`src/sv/tah_pkg.sv`:
```
// ----------------------------------------------------------------------------
// tah_pkg: shared types, constants and helpers for the tilt and heading block
// angle table, fixed-point widths and the small helpers used at the chain ends
// ----------------------------------------------------------------------------
`default_nettype none

package tah_pkg;

  // vectoring datapath, angle and rotation widths
  localparam int VW  = 34;
  localparam int ZW  = 27;
  localparam int RW  = 32;
  localparam int ATW = 23;

  // square root chains: radicand width and number of root bits
  localparam int SQ1W = 60;
  localparam int SQ1N = 30;
  localparam int SQ2W = 61;
  localparam int SQ2N = 31;

  // divider: remainder, divisor and quotient widths
  localparam int DVW = 61;
  localparam int MW  = 30;
  localparam int QW  = 31;

  // gravity register
  localparam int GW = 15;
  localparam logic [GW-1:0] G_RESET = 15'd16384;
  localparam logic GRAVITY_IDX = 1'b0;

  localparam logic signed [ZW-1:0] DEG90_Q16  = 27'sd5898240;
  localparam logic signed [ZW-1:0] DEG180_Q16 = 27'sd11796480;
  localparam logic signed [ZW-1:0] HALF9      = 27'sd256;
  localparam logic signed [ZW-1:0] ROLL_LIM   = 27'sd23040;
  localparam logic signed [ZW-1:0] PITCH_LIM  = 27'sd11520;
  localparam logic signed [49:0]   HALF30     = 50'sd536870912;
  localparam logic signed [19:0]   SAT_LIM    = 20'sd32767;
  localparam logic [RW-1:0]        ONE_Q29    = 32'd536870912;

  typedef struct packed {
    logic [VW-1:0] x;
    logic [VW-1:0] y;
    logic [ZW-1:0] z;
    logic          zero;
  } vpre_t;

  typedef struct packed {
    logic [ZW-1:0] z;
    logic          neg;
  } fold_t;

  typedef struct packed {
    logic [15:0] roll;
    logic [14:0] pitch;
    logic [15:0] yaw;
  } ang_t;

  // sideband through the roll / yaw vectoring chain
  typedef struct packed {
    logic [15:0] ax;
    logic [31:0] sumsq;
    logic [1:0]  zero;
  } pa_t;

  // sideband through the first square root chain
  typedef struct packed {
    logic [15:0]   ax;
    logic [ZW-1:0] roll_q;
    logic [ZW-1:0] yaw_q;
  } pb_t;

  // sideband through the pitch vectoring chain
  typedef struct packed {
    logic [ZW-1:0] roll_q;
    logic [ZW-1:0] yaw_q;
    logic          rzero;
    logic          ax_neg;
    logic          ax_pos;
  } pc_t;

  // sideband through the rotation chain
  typedef struct packed {
    logic [1:0] neg;
    ang_t       ang;
  } pd_t;

  // sideband through the second square root chain
  typedef struct packed {
    logic [1:0][RW-1:0] x;
    logic [1:0][RW-1:0] y;
    pd_t                d;
  } pe_t;

  // sideband through the divider chain
  typedef struct packed {
    logic [3:0] sign;
    ang_t       ang;
  } pf_t;

  function automatic logic [ATW-1:0] atan_q16(int i);
    case (i)
      0:  return 23'd2949120;
      1:  return 23'd1740967;
      2:  return 23'd919879;
      3:  return 23'd466945;
      4:  return 23'd234379;
      5:  return 23'd117304;
      6:  return 23'd58666;
      7:  return 23'd29335;
      8:  return 23'd14668;
      9:  return 23'd7334;
      10: return 23'd3667;
      11: return 23'd1833;
      12: return 23'd917;
      13: return 23'd458;
      14: return 23'd229;
      15: return 23'd115;
      16: return 23'd57;
      17: return 23'd29;
      18: return 23'd14;
      19: return 23'd7;
      20: return 23'd4;
      21: return 23'd2;
      22: return 23'd1;
      default: return '0;
    endcase
  endfunction

  function automatic logic signed [VW-1:0] scale_in(logic signed [15:0] v);
    return {{(VW-30){v[15]}}, v, 14'b0};
  endfunction

  // quadrant handling ahead of the vectoring cells
  function automatic vpre_t vec_pre(logic signed [15:0] yin, logic signed [15:0] xin);
    vpre_t p;
    logic signed [VW-1:0] xv, yv;
    xv = scale_in(xin);
    yv = scale_in(yin);
    p.zero = (xin == 16'sd0) && (yin == 16'sd0);
    if (xv < 0) begin
      p.x = -xv;
      p.y = -yv;
      p.z = (yv >= 0) ? DEG180_Q16 : -DEG180_Q16;
    end else begin
      p.x = xv;
      p.y = yv;
      p.z = '0;
    end
    return p;
  endfunction

  // fold an angle beyond +-90 degrees by 180
  function automatic fold_t fold(logic signed [ZW-1:0] z);
    fold_t f;
    if (z > DEG90_Q16) begin
      f.z = z - DEG180_Q16;
      f.neg = 1'b1;
    end else if (z < -DEG90_Q16) begin
      f.z = z + DEG180_Q16;
      f.neg = 1'b1;
    end else begin
      f.z = z;
      f.neg = 1'b0;
    end
    return f;
  endfunction

  // q16 degrees to degrees*128, round half up, clamp
  function automatic logic [15:0] to_deg(logic signed [ZW-1:0] q, logic signed [ZW-1:0] lim);
    logic signed [ZW-1:0] t;
    t = (q + HALF9) >>> 9;
    if (t > lim) return lim[15:0];
    if (t < -lim) return 16'(-lim);
    return t[15:0];
  endfunction

  function automatic logic signed [19:0] rnd30(logic signed [49:0] p);
    logic signed [49:0] t;
    t = (p + HALF30) >>> 30;
    return t[19:0];
  endfunction

  function automatic logic [15:0] sat16(logic signed [19:0] v);
    if (v > SAT_LIM) return SAT_LIM[15:0];
    if (v < -SAT_LIM) return 16'(-SAT_LIM);
    return v[15:0];
  endfunction

endpackage

`default_nettype wire

```
`src/sv/tah_rot_cell.sv`:
```
// ----------------------------------------------------------------------------
// tah_rot_cell: one rotation step of the sine / cosine chain
// turns each lane's vector by the table angle toward a zero residual
// ----------------------------------------------------------------------------
`default_nettype none

module tah_rot_cell
  import tah_pkg::*;
#(
  parameter int STAGE = 0,
  parameter int LANES = 1,
  parameter int PW    = 1
) (
  input  logic                      clk_i,
  input  logic                      rst_ni,
  input  logic                      en_i,
  input  logic                      valid_i,
  input  logic [LANES-1:0][RW-1:0]  x_i,
  input  logic [LANES-1:0][RW-1:0]  y_i,
  input  logic [LANES-1:0][ZW-1:0]  z_i,
  input  logic [PW-1:0]             pass_i,
  output logic                      valid_o,
  output logic [LANES-1:0][RW-1:0]  x_o,
  output logic [LANES-1:0][RW-1:0]  y_o,
  output logic [LANES-1:0][ZW-1:0]  z_o,
  output logic [PW-1:0]             pass_o
);

  localparam logic [ZW-1:0] Ang = ZW'(atan_q16(STAGE));

  logic                     valid_q;
  logic [LANES-1:0][RW-1:0] x_q, x_d, y_q, y_d;
  logic [LANES-1:0][ZW-1:0] z_q, z_d;
  logic [PW-1:0]            pass_q;

  always_comb begin
    logic signed [RW-1:0] xv, yv, xs, ys;
    for (int l = 0; l < LANES; l++) begin
      xv = $signed(x_i[l]);
      yv = $signed(y_i[l]);
      xs = xv >>> STAGE;
      ys = yv >>> STAGE;
      if (!z_i[l][ZW-1]) begin
        x_d[l] = xv - ys;
        y_d[l] = yv + xs;
        z_d[l] = z_i[l] - Ang;
      end else begin
        x_d[l] = xv + ys;
        y_d[l] = yv - xs;
        z_d[l] = z_i[l] + Ang;
      end
    end
  end

  always_ff @(posedge clk_i or negedge rst_ni) begin
    if (!rst_ni) begin
      valid_q <= 1'b0;
    end else if (en_i) begin
      valid_q <= valid_i;
    end
  end

  always_ff @(posedge clk_i) begin
    if (en_i) begin
      x_q    <= x_d;
      y_q    <= y_d;
      z_q    <= z_d;
      pass_q <= pass_i;
    end
  end

  assign valid_o = valid_q;
  assign x_o     = x_q;
  assign y_o     = y_q;
  assign z_o     = z_q;
  assign pass_o  = pass_q;

endmodule

`default_nettype wire

```
`config.mk`:
```
export PLATFORM = sky130hd
export DESIGN_NAME = tah_rot_cell
export DESIGN_NICKNAME = d
export VERILOG_FILES = /design/src/sv/tah_pkg.sv /design/src/sv/tah_rot_cell.sv
export SDC_FILE = /design/constraint.sdc
export NUM_CORES = 1
export LEC_CHECK = 0
export BUFFER_PORTS_ARGS = -buffer_cell sky130_fd_sc_hd__buf_2
export CORE_MARGIN = 2
export CORE_UTILIZATION = 35
export DETAILED_ROUTE_END_ITERATION = 8
export SLEW_MARGIN = 20
export SYNTH_ARGS = -nofsm -noshare
export SYNTH_HDL_FRONTEND = slang
export SYNTH_SLANG_ARGS = --single-unit
```
`constraint.sdc`:
```
create_clock -name clk_i -period 0.95 [get_ports clk_i]
set_input_delay 0.095 -clock clk_i [delete_from_list [all_inputs] [get_ports clk_i]]
set_output_delay 0.095 -clock clk_i [all_outputs]
set_load 0.1 [all_outputs]
```
After elaboration in Yosys (flattened, before gate mapping)
Index checks and enable logic that the tools add are counted.
{"block": "word_totals", "wordCells": 13, "output_inout_bits": 93, "register_bits": 93}
{"block": "classes", "add_sub_neg": 5, "n_mux": 3}
{"operator": "32-bit two-way mux", "count": 2}
{"operator": "32-bit subtractor", "count": 2}
{"operator": "32-bit adder", "count": 1}
{"operator": "27-bit by 22-bit adder with 27-bit output (second input constant)", "count": 1}
{"operator": "27-bit two-way mux", "count": 1}
{"operator": "27-bit by 22-bit subtractor with 27-bit output (second input constant)", "count": 1}

Logic depth before layout (Yosys ltp)
{"block": "logic_depth", "word_depth": 2, "ltp_mapped": 13, "depth_no_buf": 12}

Worst setup path after synthesis
Ideal clock, no wire load.
{"block": "synth_path", "path_type": "input to register", "startpoint": "input z_i[26] (netlist name)", "endpoint": "register z_q, in the netlist z_o[25] (data pin)", "path_slack_ns": -1.634, "stages": 13, "arrival_ns": 2.326, "cell_sequence": "inv_1 -> clkbuf_1 -> clkbuf_1 -> ha_1 -> a21o_1 -> a21oi_1 -> o21bai_1 -> a21oi_1 -> o21bai_1 -> a21oi_1 -> o21bai_1 -> a21oi_1 -> xnor2_1"}
{"item": "from (decl)", "line_no": "tah_rot_cell.sv:20", "text": "input logic [LANES-1:0][ZW-1:0] z_i,"}
{"item": "to (signal assigned)", "line_no": "tah_rot_cell.sv:67", "text": "z_q <= z_d;"}
{"item": "to (decl)", "line_no": "tah_rot_cell.sv:33", "text": "logic [LANES-1:0][ZW-1:0] z_q, z_d;"}

==> results.ini <==
[status]
outcome = finished, violations left
violations = negative setup slack

[cts]
root_buffer = clkbuf_16
cts_inserted_buffers = 9
cts_tree = yes
clk_pin_slew_ns = 0.08
clkSinkCount = 92
cts_htree_levels = 3
cts_buffer_depth = 2
worstSkewPairLatency_ns = 0.35

[synth]
yosysUniqueCellTypes = 79
synth_warnings = 0
synthArstFlopShare_pct = 1.087
synth_top_area_cell = edfxtp_1
syn_nets = 1156
synth_ff_type = edfxtp_1
synth_edf_count = 91
syn_inst = 946
netlist_top_cells_area = edfxtp_1, ha_1, a21oi_1
syn_area_mm2 = 0.008538
seq_area_frac_synth_pct = 32.30
yosys.area.top_type_share_pct = 32.00
synth-seq-cells = 92
synthTopCellsByCount = a21oi_1, ha_1, inv_1, edfxtp_1, nor2_1
synthMostInstantiatedCell = a21oi_1
syn_area_per_cell_um2 = 9.026

[timing]
finalHoldViolCount = 0
max_freq_ghz = 0.4423
fin_crit_ns = 2.261
setup_tns_ns = -73.00
fin_crit_sh_pct = 238.0
fin_ws_ns = -1.311
rsz0062_at_grt = yes
skew_ns = 0
report.final.slew_viol_count = 0
relSlewSlack_pct = 53.70
worst_pin_slew_ns = 0.6946
holdWs_ns = 0.03393
setup_violations = 162

[floorplan]
rows = 57
die_y_um = 160.2
ios = 189
die_w_um = 160.2
start_util_pct = 35.42
die_area_mm2 = 0.02566
core_area_mm2 = 0.02411

[grt]
overflow = 0
grt_pass1_wl_um = 48530
grt.total_usage_pct = 23.54
grt_max_degree = 56
antenna_found_initial = 0
grt_pass1_vias = 9340

[drt]
via_count = 9317
antenna_left = 0
routed_wl_um = 31390
drt_iter0_drc = 724
drt-wirelength-per-cell_um = 17.34
drc_errors = 0
viasPerCell = 5.148
drtPass1Iterations = 5

[setup_path]
worst_path_dominant_cell_family = simple AND/OR/NAND/NOR gates
critical_path_class = in -> reg
crit-reg2reg-launch = valid_o
slowest_delay_ns = 0.50
critPathSlowestCell = or4b_4
end_kind = flip-flop
cp.required_ns = 1.07
crit_start = y_i[13]
crit_buf_inv = 2
path_max_fanout = 6
cp-start-kind = input pin
crit_path_cell_trace = buf_8 -> ha_4 -> or2_4 -> or4b_4 -> a211oi_4 -> nor3_4 -> buf_4 -> o31a_1 -> mux2_4 -> xnor2_1
cp.arrival_ns = 2.38

[power_and_ir_drop]
ir_worst_vdd_uv = 934.2
p_leak_nw = 7.145
power.density_mw_per_mm2 = 1489

[worst_hold_path]
min_path_type = in -> async

[finish]
fin_util_pct = 66.99
diodes = 0
finalNetCount = 1691
finish.instance_area_mm2 = 0.01615
drive_gt1_share_pct = 53.57
syn2layout_area_growth_pct = 89.14

[placed_design]
placed_area_mm2 = 0.01396
numPortBuffers = 188
hpwlAfterDp_um = 23890
place_congestion = 0.9122

[flow_run]
drv_cap = 0

[cells in the final DEF, fill, tap and decap left out, drive strengths merged, types with 4 or more instances in the layout]
cell	n
o21a	5
o21ai	63
nand3	9
a2111oi	5
ha	111
xnor2	61
a211o	4
o311ai	5
edfxtp	91
or2	6
buf	547
o211ai	10
a211oi	10
nor4	4
nand2b	7
clkinv	4
a21oi	121
o221ai	4
a31oi	9
nor3	20
nand4	13
dlygate4sd3	19
nor2b	12
o22ai	5
nand2	46
mux2i	13
a21o	20
o31ai	4
inv	101
nor2	67
o31a	5
xor2	8
o21bai	21
clkbuf	9
[timing repair]
| action | 4_1_cts | 5_1_grt |
|---|---|---|
| pin swaps | 106 | 95 |
| setup buffers | 34 | 21 |
| resized for setup | 201 | 96 |
| hold buffers | 19 | 0 |
| endpoints found under the hold margin | 19 | 0 |
| setup endpoints to repair | 163 | 162 |
[report_power, final]
group | switching [W] | leakage (nW) | internal, W
clock network | 0.00180 | 0.137 | 0.00184
registers | 0.000522 | 0.901 | 0.00532
logic | 0.00850 | 6.11 | 0.00606
total | 0.0108 | 7.15 | 0.0132
[area by class of cell]
type / count / area [µm²]
repair buffers: 566 / 5663
flip-flops and latches: 92 / 2761
inverters: 101 / 445.4
clock buffers: 9 / 225.2
clock inverters: 7 / 68.82
multi-input cells: 711 / 6580
well taps: 324 / 405.4
fillers: 1888 / 7956
[metal layers]
layer	part of all wire [%]	track usage (%)
met5	0	0
met4	2.4	6.593
met3	5.4	3.247
met2	50	41.48
met1	42	30.15
[worst paths after layout]
kind	endpoint	slack [ns]	cells past startpoint
setup / recovery	x_o[17]	-1.31	10
hold / removal	valid_o	0.03	2
max in group asynchronous	valid_o	0.82	2
hold reg to reg	valid_o	0.59	1
setup reg to reg	valid_o	0.09	1
min in group clk_i	y_o[14]	0.10	1
[flip-flops by register name, indices dropped and copies added (netlist names)]
name	flops
z_o	27
x_o	31
pass_o	1
y_o	32
valid_o	1
[stage by stage]
stage	cells	worst slack [ns]	total power, W
floorplan	946	-1.434	0.01339
global placement	1731	-1.800	0.01885
detailed placement	1731	-1.820	0.01901
CTS	1795	-1.264	0.02350
global route	1810	-1.346	0.02490
finish	1810	-1.311	0.02405
[kinds of logic (layout without fill, tap and decap cells)]
family	Yosys count	after routing	share of synthesized area, %
AO/OA/AOI/OAI	308	308	23.20
AND/OR/NAND/NOR	204	204	11.80
buffers and inverters	143	683	6.741
adder cells (fa/ha/maj)	114	114	16.97
flip-flops	92	92	32.30
XOR/XNOR	69	69	7.078
multiplexers	16	16	1.920
Power figures use the tool's default switching activity.
