`src/sv/tah_pkg.sv`:
```
// ----------------------------------------------------------------------------
// tah_pkg: shared types, constants and helpers for the tilt and heading block
// angle table, fixed-point widths and the small helpers used at the chain ends
// ----------------------------------------------------------------------------
`default_nettype none

package tah_pkg;

  // vectoring datapath, angle and rotation widths
  localparam int VW  = 34;
  localparam int ZW  = 27;
  localparam int RW  = 32;
  localparam int ATW = 23;

  // square root chains: radicand width and number of root bits
  localparam int SQ1W = 60;
  localparam int SQ1N = 30;
  localparam int SQ2W = 61;
  localparam int SQ2N = 31;

  // divider: remainder, divisor and quotient widths
  localparam int DVW = 61;
  localparam int MW  = 30;
  localparam int QW  = 31;

  // gravity register
  localparam int GW = 15;
  localparam logic [GW-1:0] G_RESET = 15'd16384;
  localparam logic GRAVITY_IDX = 1'b0;

  localparam logic signed [ZW-1:0] DEG90_Q16  = 27'sd5898240;
  localparam logic signed [ZW-1:0] DEG180_Q16 = 27'sd11796480;
  localparam logic signed [ZW-1:0] HALF9      = 27'sd256;
  localparam logic signed [ZW-1:0] ROLL_LIM   = 27'sd23040;
  localparam logic signed [ZW-1:0] PITCH_LIM  = 27'sd11520;
  localparam logic signed [49:0]   HALF30     = 50'sd536870912;
  localparam logic signed [19:0]   SAT_LIM    = 20'sd32767;
  localparam logic [RW-1:0]        ONE_Q29    = 32'd536870912;

  typedef struct packed {
    logic [VW-1:0] x;
    logic [VW-1:0] y;
    logic [ZW-1:0] z;
    logic          zero;
  } vpre_t;

  typedef struct packed {
    logic [ZW-1:0] z;
    logic          neg;
  } fold_t;

  typedef struct packed {
    logic [15:0] roll;
    logic [14:0] pitch;
    logic [15:0] yaw;
  } ang_t;

  // sideband through the roll / yaw vectoring chain
  typedef struct packed {
    logic [15:0] ax;
    logic [31:0] sumsq;
    logic [1:0]  zero;
  } pa_t;

  // sideband through the first square root chain
  typedef struct packed {
    logic [15:0]   ax;
    logic [ZW-1:0] roll_q;
    logic [ZW-1:0] yaw_q;
  } pb_t;

  // sideband through the pitch vectoring chain
  typedef struct packed {
    logic [ZW-1:0] roll_q;
    logic [ZW-1:0] yaw_q;
    logic          rzero;
    logic          ax_neg;
    logic          ax_pos;
  } pc_t;

  // sideband through the rotation chain
  typedef struct packed {
    logic [1:0] neg;
    ang_t       ang;
  } pd_t;

  // sideband through the second square root chain
  typedef struct packed {
    logic [1:0][RW-1:0] x;
    logic [1:0][RW-1:0] y;
    pd_t                d;
  } pe_t;

  // sideband through the divider chain
  typedef struct packed {
    logic [3:0] sign;
    ang_t       ang;
  } pf_t;

  function automatic logic [ATW-1:0] atan_q16(int i);
    case (i)
      0:  return 23'd2949120;
      1:  return 23'd1740967;
      2:  return 23'd919879;
      3:  return 23'd466945;
      4:  return 23'd234379;
      5:  return 23'd117304;
      6:  return 23'd58666;
      7:  return 23'd29335;
      8:  return 23'd14668;
      9:  return 23'd7334;
      10: return 23'd3667;
      11: return 23'd1833;
      12: return 23'd917;
      13: return 23'd458;
      14: return 23'd229;
      15: return 23'd115;
      16: return 23'd57;
      17: return 23'd29;
      18: return 23'd14;
      19: return 23'd7;
      20: return 23'd4;
      21: return 23'd2;
      22: return 23'd1;
      default: return '0;
    endcase
  endfunction

  function automatic logic signed [VW-1:0] scale_in(logic signed [15:0] v);
    return {{(VW-30){v[15]}}, v, 14'b0};
  endfunction

  // quadrant handling ahead of the vectoring cells
  function automatic vpre_t vec_pre(logic signed [15:0] yin, logic signed [15:0] xin);
    vpre_t p;
    logic signed [VW-1:0] xv, yv;
    xv = scale_in(xin);
    yv = scale_in(yin);
    p.zero = (xin == 16'sd0) && (yin == 16'sd0);
    if (xv < 0) begin
      p.x = -xv;
      p.y = -yv;
      p.z = (yv >= 0) ? DEG180_Q16 : -DEG180_Q16;
    end else begin
      p.x = xv;
      p.y = yv;
      p.z = '0;
    end
    return p;
  endfunction

  // fold an angle beyond +-90 degrees by 180
  function automatic fold_t fold(logic signed [ZW-1:0] z);
    fold_t f;
    if (z > DEG90_Q16) begin
      f.z = z - DEG180_Q16;
      f.neg = 1'b1;
    end else if (z < -DEG90_Q16) begin
      f.z = z + DEG180_Q16;
      f.neg = 1'b1;
    end else begin
      f.z = z;
      f.neg = 1'b0;
    end
    return f;
  endfunction

  // q16 degrees to degrees*128, round half up, clamp
  function automatic logic [15:0] to_deg(logic signed [ZW-1:0] q, logic signed [ZW-1:0] lim);
    logic signed [ZW-1:0] t;
    t = (q + HALF9) >>> 9;
    if (t > lim) return lim[15:0];
    if (t < -lim) return 16'(-lim);
    return t[15:0];
  endfunction

  function automatic logic signed [19:0] rnd30(logic signed [49:0] p);
    logic signed [49:0] t;
    t = (p + HALF30) >>> 30;
    return t[19:0];
  endfunction

  function automatic logic [15:0] sat16(logic signed [19:0] v);
    if (v > SAT_LIM) return SAT_LIM[15:0];
    if (v < -SAT_LIM) return 16'(-SAT_LIM);
    return v[15:0];
  endfunction

endpackage

`default_nettype wire

```
`src/sv/tah_div_cell.sv`:
```
// ----------------------------------------------------------------------------
// tah_div_cell: one quotient bit of a restoring unsigned divider
// compares the remainder with the shifted divisor and subtracts on a hit
// ----------------------------------------------------------------------------
`default_nettype none

module tah_div_cell
  import tah_pkg::*;
#(
  parameter int BIT   = 0,
  parameter int LANES = 1,
  parameter int PW    = 1
) (
  input  logic                      clk_i,
  input  logic                      rst_ni,
  input  logic                      en_i,
  input  logic                      valid_i,
  input  logic [LANES-1:0][DVW-1:0] rem_i,
  input  logic [LANES-1:0][MW-1:0]  div_i,
  input  logic [LANES-1:0][QW-1:0]  q_i,
  input  logic [PW-1:0]             pass_i,
  output logic                      valid_o,
  output logic [LANES-1:0][DVW-1:0] rem_o,
  output logic [LANES-1:0][MW-1:0]  div_o,
  output logic [LANES-1:0][QW-1:0]  q_o,
  output logic [PW-1:0]             pass_o
);

  logic                      valid_q;
  logic [LANES-1:0][DVW-1:0] rem_q, rem_d;
  logic [LANES-1:0][MW-1:0]  div_q;
  logic [LANES-1:0][QW-1:0]  q_q, q_d;
  logic [PW-1:0]             pass_q;

  always_comb begin
    logic [DVW-1:0] trial;
    logic           ge;
    for (int l = 0; l < LANES; l++) begin
      trial  = DVW'(div_i[l]) << BIT;
      ge     = rem_i[l] >= trial;
      rem_d[l] = ge ? rem_i[l] - trial : rem_i[l];
      q_d[l]      = q_i[l];
      q_d[l][BIT] = ge;
    end
  end

  always_ff @(posedge clk_i or negedge rst_ni) begin
    if (!rst_ni) begin
      valid_q <= 1'b0;
    end else if (en_i) begin
      valid_q <= valid_i;
    end
  end

  always_ff @(posedge clk_i) begin
    if (en_i) begin
      rem_q  <= rem_d;
      div_q  <= div_i;
      q_q    <= q_d;
      pass_q <= pass_i;
    end
  end

  assign valid_o = valid_q;
  assign rem_o   = rem_q;
  assign div_o   = div_q;
  assign q_o     = q_q;
  assign pass_o  = pass_q;

endmodule

`default_nettype wire

```
`config.mk`:
```
export PLATFORM = sky130hd
export DESIGN_NAME = tah_div_cell
export DESIGN_NICKNAME = d
export VERILOG_FILES = /design/src/sv/tah_pkg.sv /design/src/sv/tah_div_cell.sv
export SDC_FILE = /design/constraint.sdc
export NUM_CORES = 1
export LEC_CHECK = 0
export BUFFER_PORTS_ARGS = -buffer_cell sky130_fd_sc_hd__buf_2
export CORE_ASPECT_RATIO = 1.25
export CORE_MARGIN = 10
export CORE_UTILIZATION = 52
export CTS_BUF_LIST = sky130_fd_sc_hd__clkbuf_4
export DETAILED_ROUTE_END_ITERATION = 6
export GPL_TIMING_DRIVEN = 0
export PLACE_DENSITY_LB_ADDON = 0.25
export SETUP_SLACK_MARGIN = 0.3
export SLEW_MARGIN = 25
export SYNTH_ARGS = -nofsm -noshare
export SYNTH_HDL_FRONTEND = slang
export SYNTH_SLANG_ARGS = --single-unit
```
`constraint.sdc`:
```
create_clock -name clk_i -period 1.1 [get_ports clk_i]
set_clock_uncertainty 0.15 [all_clocks]
set_input_delay 0.275 -clock clk_i [delete_from_list [all_inputs] [get_ports clk_i]]
set_output_delay 0.275 -clock clk_i [all_outputs]
set_load 0.01 [all_outputs]
```
# Yosys cells after proc, flatten, opt, wreduce, memory -nomap -nowiden
# Cells that the tools add are included.
[totals]
wordCells = 8
regBits = 124
out_inout_bits = 124
inputBits = 127
[classes]
add_sub_neg = 1
magnitude_cmp = 1
muxes = 1
[op_table]
columns = ["cell", "n"]
rows = [
  ["61-bit by 30-bit greater-or-equal comparator with 1-bit output", 1],
  ["61-bit 2-to-1 mux", 1],
  ["61-bit by 30-bit subtractor with 61-bit output", 1],
]

# Depth between registers and ports, before layout
# Gate-level depths: netlist of the first run.
[logic_depth]
depth_word = 2
mapped_depth = 14
ltp_nobuf = 11

# Least setup slack after synthesis of the first run
# OpenSTA, ideal clock, no wires.
[synth_path]
path_kind = "input-to-reg"
from = "input port div_i[20] (netlist name)"
to = "register rem_q (netlist bit rem_o[43]) (data pin)"
required_time_ns = 0.692
path_buffers = 1
t_arrival_ns = 2.596
path_slack_ns = -1.904
setup_time_ns = 0.258
path_stages = 11
cell_sequence = "inv_1 -> ha_1 -> buf_2 -> nand4_1 -> nor4_1 -> nand2_1 -> o31ai_4 -> nor2b_4 -> a2111oi_4 -> nand4_1 -> xnor2_1"
[synth_rtl]
columns = ["element", "line", "source"]
rows = [
  ["start, declared", "tah_div_cell.sv:19", "input logic [LANES-1:0][MW-1:0] div_i,"],
  ["end signal, assigned", "tah_div_cell.sv:57", "rem_q <= rem_d;"],
  ["end, declared", "tah_div_cell.sv:30", "logic [LANES-1:0][DVW-1:0] rem_q, rem_d;"],
]

==> results of run 1 <==
==> worst max-delay path by stage <==
stage | cells past startpoint | endpoint | from
2_1_floorplan | 13 | rem_o[56] | div_i[8]
3_3_place_gp | 11 | rem_o[59] | div_i[8]
3_5_place_dp | 11 | rem_o[43] | div_i[8]
4_1_cts | 12 | rem_o[47] | rem_i[20]
5_1_grt | 14 | rem_o[47] | div_i[11]
6_report | 14 | rem_o[47] | div_i[11]
==> routing by layer <==
metal / vias to the layer above / track usage [%]
li1: 3068 / -
met1: 3497 / 28.65
met2: 670 / 50.84
met3: 213 / 6.591
met4: 0 / 10.98
met5: - / 0
==> through the flow <==
stage | TNS [ns] | std cells | utilization, % | setup slack, ns | area (sq um)
after global placement | -345.26 | 1024 | 69.16 | -2.500 | 8837
after CTS | -130.74 | 1148 | 81.74 | -1.310 | 10440
final | -147.46 | 1191 | 88.59 | -1.572 | 11320
after floorplan | -95.76 | 609 | - | -1.615 | 7391
after detailed placement | -184.98 | 1025 | 69.43 | -2.469 | 8871
after global routing | -154.05 | 1190 | 88.57 | -1.682 | 11320
==> area by class of cell <==
type                    count  area, sq um  share of cell area (%)
multi-input cells         422         3865                   34.14
well taps                 168        210.2                   1.857
clock buffers              17        127.6                   1.127
plain buffers              22        282.8                   2.498
repair buffers            376         2728                   24.10
diodes                      6        15.01                  0.1326
clock inverters            15        173.9                   1.536
flip-flops and latches    124         3719                   32.85
inverters                  41        198.9                   1.757
==> cell usage in the layout, fill, tap and decap left out, types with 14 or more instances in the layout <==
| cell type | instances |
|---|---|
| buf_2 | 228 |
| edfxtp_1 | 123 |
| dlygate4sd3_1 | 63 |
| buf_4 | 46 |
| nand2_1 | 35 |
| a21oi_1 | 32 |
| buf_6 | 32 |
| xnor2_1 | 28 |
| inv_1 | 27 |
| xor2_1 | 25 |
| nor2_1 | 22 |
| ha_4 | 21 |
| clkbuf_4 | 17 |
| nand4_1 | 16 |
| a21oi_2 | 14 |
==> worst max-delay path, cell delays in order <==
cell and delay [ns]:
buf_2 0.10, inv_1 0.05, ha_2 0.40, and2_1 0.22
nand2_1 0.12, o211ai_1 0.24, buf_4 0.16, o211ai_1 0.12
buf_4 0.19, buf_6 0.13, a2111oi_4 0.35, buf_6 0.21
nand4_1 0.13, xnor2_1 0.18
==> flip-flops by register name, summed over array words and instances (netlist names) <==
signal,cells
q_o,31
pass_o,1
valid_o,1
div_o,30
rem_o,61
==> repair_timing <==
action                     CTS  global route
setup endpoints to repair  255           187
gates resized for setup     80           126
pin swaps                   29            57
hold endpoints to repair   177           115
buffers inserted            26            33
cloned                       2             4
==> cells by family after synthesis <==
| logic type | after synthesis |
|---|---|
| AND/OR/NAND/NOR | 204 |
| AO/OA/AOI/OAI | 129 |
| flip-flops | 124 |
| buffers and inverters | 63 |
| XOR/XNOR | 56 |
| adder cells (fa/ha/maj) | 31 |
| multiplexers | 2 |
==> report_power, final <==
group | total, uW | internal, uW | switching, uW
Combinational | 3880 | 1750 | 2130
Sequential | 5930 | 5770 | 164
Clock | 3680 | 1240 | 2430
==> metrics, run 1 <==
status=finished with violations; violations in the final reports=negative hold slack, negative setup slack; FF-to-FF setup slack=0.04 ns; FILL cells=594; io pins=roughly 250; Clk Latency, worst-skew pair=0.60 ns; DRC Markers=0; Critical Path RT=approximately 1.3 ns; endpoint of the worst hold-timing path=rem_o[8]; Mean Syn Cell Area=approximately 11 sq um; R2R Path End=valid_o; post-synthesis compound-gate area fraction=12.14%; root buffer cell=clkbuf_4; total iterations of the first detailed-routing run=7; max layer used=met4; fraction of layout cells with a size suffix above 1=52.21%; Worst Hold Depth=3; Post-CTS Hold Buffers=63; VDD IR max=about 800 uV; maximum fanout along the worst path=8; CTS Buf Count=17; vias per cell=6.254; clk slew on worst S/H paths=about 0.15 ns; Setup crit start kind=primary input; WL met3=3240 um; CTS tree=yes; PortBufs=247; multiplexer share of the synthesized area=0.3113%; Slew @ Worst Pin=roughly 0.66 ns; Main synth FF type=edfxtp_1; Routed WL=31440 um; Post-Synth XOR/XNOR Area=7.178%; Post-DRT Antenna Nets=0; Final Hold Viols=113; fin. max-slew vios=0; Initial DRC Count=1008; std cell rows=46; routed len/inst=26.40 um; Final Setup Violations=186; Final Net Count=1162; worst hold slack=-0.2138 ns; GRT Total Usage=27.41%; H-tree levels=4; full die area=18150 sq um; adder-cell share of the synthesized area=about 5.8%; GR Overflow Total=0; syn_nets=767; top-count cell post-synth=edfxtp_1; met1 wire length=9953 um; initial antenna violation count=6; origin of the critical flop-to-flop path=valid_o; relative slew slack=55.87%; simple-gate share of the synthesized area=16.11%; RSZ-0062 raised after global routing=yes; cell leakage power=0.004591 uW; Area contributors post-synth=edfxtp_1 54%, ha_1 5.5%, xnor2_1 4.0%, a21oi_1 3.9%, xor2_1 3.2%; Max Cap Violations=0; routed wl met2=15980 um; setup ws final=-1.572 ns; Hold Path Class=primary input to flop; Mapped Cells=609; pwr dens=1192 nW/um^2; area grow syn2layout=65.67%; Synth Register Bits=124; critical path class=primary input to flop; global-route wire length before repair=38470 um; clock tree buffer depth=2; RD Place Congestion=0.9183; sequential element share of the synthesized area=54.42%; final worst-path cycle share=242.9%; number of global-route vias before repair=6889; dpl hpwl=16940 um; Initial Utilization=53.48%; min-delay src=rem_i[8]; Post-synth top cells=123 x edfxtp_1, 53 x a21oi_1, 46 x nor2_1, 45 x nand2_1, 40 x inv_1; Synth top area share=54.06%; crit path time final=2.672 ns; vias=about 7400; Async SR Flop Fraction=0.8065%; fmax=0.3743 GHz; largest family of logic cells by synthesized area=simple AND/OR/NAND/NOR gates; largest net degree at the start of global routing=59; leading area contributor after synthesis=edfxtp_1; clock sinks=roughly 120; Synth Cell Area=6833 sq um; YS warnings=0; data arrival time of the critical path=2.88 ns; Crit. End Element=flop; worst reg2reg path depth=2; die span in y=148.2 um; Die W=122.5 um; Total Power=13490 uW; Synth cell types=66; number of flops mapped to enable cells by yosys=between 100 and 150; core area=12780 sq um
No activity file was read; power rests on OpenSTA's default activity.
==> run 2, diff against run 1 <==
--- a/config.mk
+++ b/config.mk
@@ -9,3 +9,3 @@
 export CORE_ASPECT_RATIO = 1.25
-export CORE_MARGIN = 10
+export CORE_MARGIN = 5
 export CORE_UTILIZATION = 52
==> constraint.sdc (replaced) <==
create_clock -name clk_i -period 1.1 [get_ports clk_i]
set_clock_uncertainty 0.15 [all_clocks]
set_input_delay 0.22 -clock clk_i [delete_from_list [all_inputs] [get_ports clk_i]]
set_output_delay 0.22 -clock clk_i [all_outputs]
set_load 0.01 [all_outputs]
==> run 2 against run 1 <==
Compared with the run above:
- the run still ends with negative hold slack, negative setup slack left
- clock power decreased by 9.8%
- critical path type unchanged
- wire length decreased by 14%
- critical endpoint is now rem_o[43]
- critical path depth decreased by 2
- sequential cell count unchanged
- clock-buffer cell count unchanged
==> metrics, run 2 (synthesis results as in run 1) <==
relative slew slack=60.31% (was 55.87%); clock tree buffer depth=2 (unchanged); Worst Hold Depth=1 (was 3); maximum fanout along the worst path=8 (unchanged); pwr dens=1137 nW/um^2 (was 1192 nW/um^2); Final Net Count=1170 (was 1162); FF/Latch Area=3719 sq um (unchanged); Initial DRC Count=549 (was 1008); critical path class=primary input to flop (unchanged); Post-DRT Antenna Nets=0 (unchanged); critical-path cell list=buf_2, ha_1, and2_1, nand2_1, o211ai_1, buf_4, o211ai_1, buf_4, a2111oi_4, buf_6, nand4_1, xnor2_1 (was buf_2, inv_1, ha_2, and2_1, nand2_1, o211ai_1, buf_4, o211ai_1, buf_4, buf_6, a2111oi_4, buf_6, nand4_1, xnor2_1); largest net degree at the start of global routing=56 (was 59); RD Place Congestion=0.8765 (was 0.9183); area of the multi-input gates=3908 sq um (was 3865 sq um); H-tree levels=4 (unchanged); VDD IR max=775.2 uV (was 821.1 uV); cell leakage power=0.004619 uW (was 0.004591 uW); total iterations of the first detailed-routing run=5 (was 7); endpoint of the worst hold-timing path=div_o[0] (was rem_o[8]); FILL cells=558 (was 594); Crit. End Element=flop (unchanged); core area=12780 sq um (unchanged); RSZ-0062 raised after global routing=yes (unchanged); Layout Cell Area excl Fill=11430 sq um (was 11320 sq um); Setup crit start kind=primary input (unchanged); Initial Utilization=53.48% (unchanged); std cell rows=46 (unchanged); Slew @ Worst Pin=0.5899 ns (was 0.6619 ns); initial antenna violation count=1 (was 6); min-delay src=div_i[0] (was rem_i[8]); Critical Path RT=1.27 ns (was 1.31 ns); fraction of layout cells with a size suffix above 1=52.00% (was 52.21%); violations in the final reports=negative hold slack, negative setup slack (unchanged); GR Overflow Total=0 (unchanged); worst hold slack=-0.2746 ns (was -0.2138 ns); crit path time final=2.515 ns (was 2.672 ns); io pins=251 (unchanged); final worst-path cycle share=228.7% (was 242.9%); R2R Path End=valid_o (unchanged); CTS Buf Count=17 (unchanged); clock sinks=124 (unchanged); data arrival time of the critical path=2.69 ns (was 2.88 ns); setup ws final=-1.415 ns (was -1.572 ns); FF-to-FF setup slack=-0.10 ns (was 0.04 ns); Final Hold Viols=107 (was 113); most frequent cells in the layout=233 x buf_2, 123 x edfxtp_1, 67 x dlygate4sd3_1 (was 228 x buf_2, 123 x edfxtp_1, 63 x dlygate4sd3_1); routed len/inst=22.61 um (was 26.40 um); CTS tree=yes (unchanged); DRC Markers=0 (unchanged); most common cell after layout, fill and taps aside=buf_2 (unchanged); Post-Layout Cell Count=1195 (was 1191); full die area=15550 sq um (was 18150 sq um); slowest stage cell, crit path=ha_1 (was ha_2); clk slew on worst S/H paths=0.13 ns (was 0.15 ns); GRT Total Usage=31.51% (was 27.41%); die span in y=138.2 um (was 148.2 um); Die W=112.5 um (was 122.5 um); fin. max-slew vios=0 (unchanged); post-placement cell count=1025 (unchanged); worst reg2reg path depth=3 (was 2); Final Setup Violations=187 (was 186); fmax=0.3976 GHz (was 0.3743 GHz); max reg flops=61 (unchanged); dpl hpwl=15830 um (was 16940 um); status=finished with violations (unchanged); CP max stage delay=0.42 ns (was 0.40 ns); vias=7107 (was 7448); Clk Latency, worst-skew pair=0.57 ns (was 0.60 ns); origin of the critical flop-to-flop path=valid_o (unchanged); number of global-route vias before repair=7070 (was 6889); Layout Utilization=89.49% (was 88.59%); Total Power=13000 uW (was 13490 uW); area grow syn2layout=67.35% (was 65.67%); Max Cap Violations=0 (unchanged); vias per cell=5.947 (was 6.254); root buffer cell=clkbuf_4 (unchanged); global-route wire length before repair=38240 um (was 38470 um); PortBufs=247 (unchanged); Routed WL=27020 um (was 31440 um); Hold Path Class=primary input to flop (unchanged); instance area at placement=8871 sq um (unchanged)
run 2: cell types whose count changed in the layout (fill, tap and decap cells not counted), sizes merged:
cell | before | now
buf | 327 | 331
bufinv | 1 | 0
clkinv | 3 | 2
diode | 6 | 2
dlygate4sd3 | 63 | 67
inv | 49 | 51
run 2: final cells by class:
type                            count  share of cell area (%)
Clock inverter                     15                   1.313
Inverter                           41                   1.718
Clock buffer                       17                   1.116
Tap cell                          168                   1.838
Multi-Input combinational cell    422                   34.17
Sequential cell                   124                   32.52
Buffer                             22                   2.637
Timing Repair Buffer              384                   24.64
Antenna cell                        2                 0.04377
run 2: what timing repair did:
action                     CTS  global route
cloned                       6             1
pin swaps                   39            38
resized for setup          140            72
setup endpoints to repair  258           187
setup buffers               41            21
hold buffers                62             5
hold endpoints to repair   174           113
run 2: worst max-delay path by stage:
stage | slack (ns) | startpoint | cells past startpoint | end
after global placement | -2.46 | div_i[8] | 11 | rem_o[36]
after global routing | -1.46 | div_i[20] | 15 | rem_o[43]
after CTS | -1.29 | rem_i[20] | 12 | rem_o[47]
after detailed placement | -2.48 | div_i[8] | 11 | rem_o[43]
after floorplan | -1.56 | div_i[8] | 13 | rem_o[56]
final | -1.42 | rem_i[11] | 12 | rem_o[43]
run 2: per-layer routing:
layer / part of all wire, % / GRT usage [%] / up-vias
li1: - / - / 3079
met1: 34 / 34.55 / 3451
met2: 53 / 59.12 / 478
met3: 8.5 / 6.766 / 99
met4: 4.3 / 11.33 / 0
met5: 0 / 0 / -
run 2: through the flow:
stage	hold slack, ns	worst slack [ns]	setup TNS, ns
final	-0.2746	-1.415	-130.66
after global routing	-0.3055	-1.458	-138.66
after CTS	-0.2714	-1.293	-120.41
after detailed placement	-0.1541	-2.482	-175.65
after global placement	-0.1551	-2.458	-334.50
after floorplan	-0.2256	-1.560	-92.35
run 2: critical path, delay by kind of cell:
kind | cells | cell delay (ns)
xor+xnor | 1 | 0.19
compound gates | 3 | 0.69
buf+inv | 4 | 0.68
simple gates | 3 | 0.46
fa+ha+maj | 1 | 0.42
run 2: power breakdown:
group          switching, uW  leakage, uW  internal (uW)
registers                158      0.00122           5770
logic                   2020      0.00326           1740
clock network           2300     0.000142           1020
total                   4470      0.00462           8530
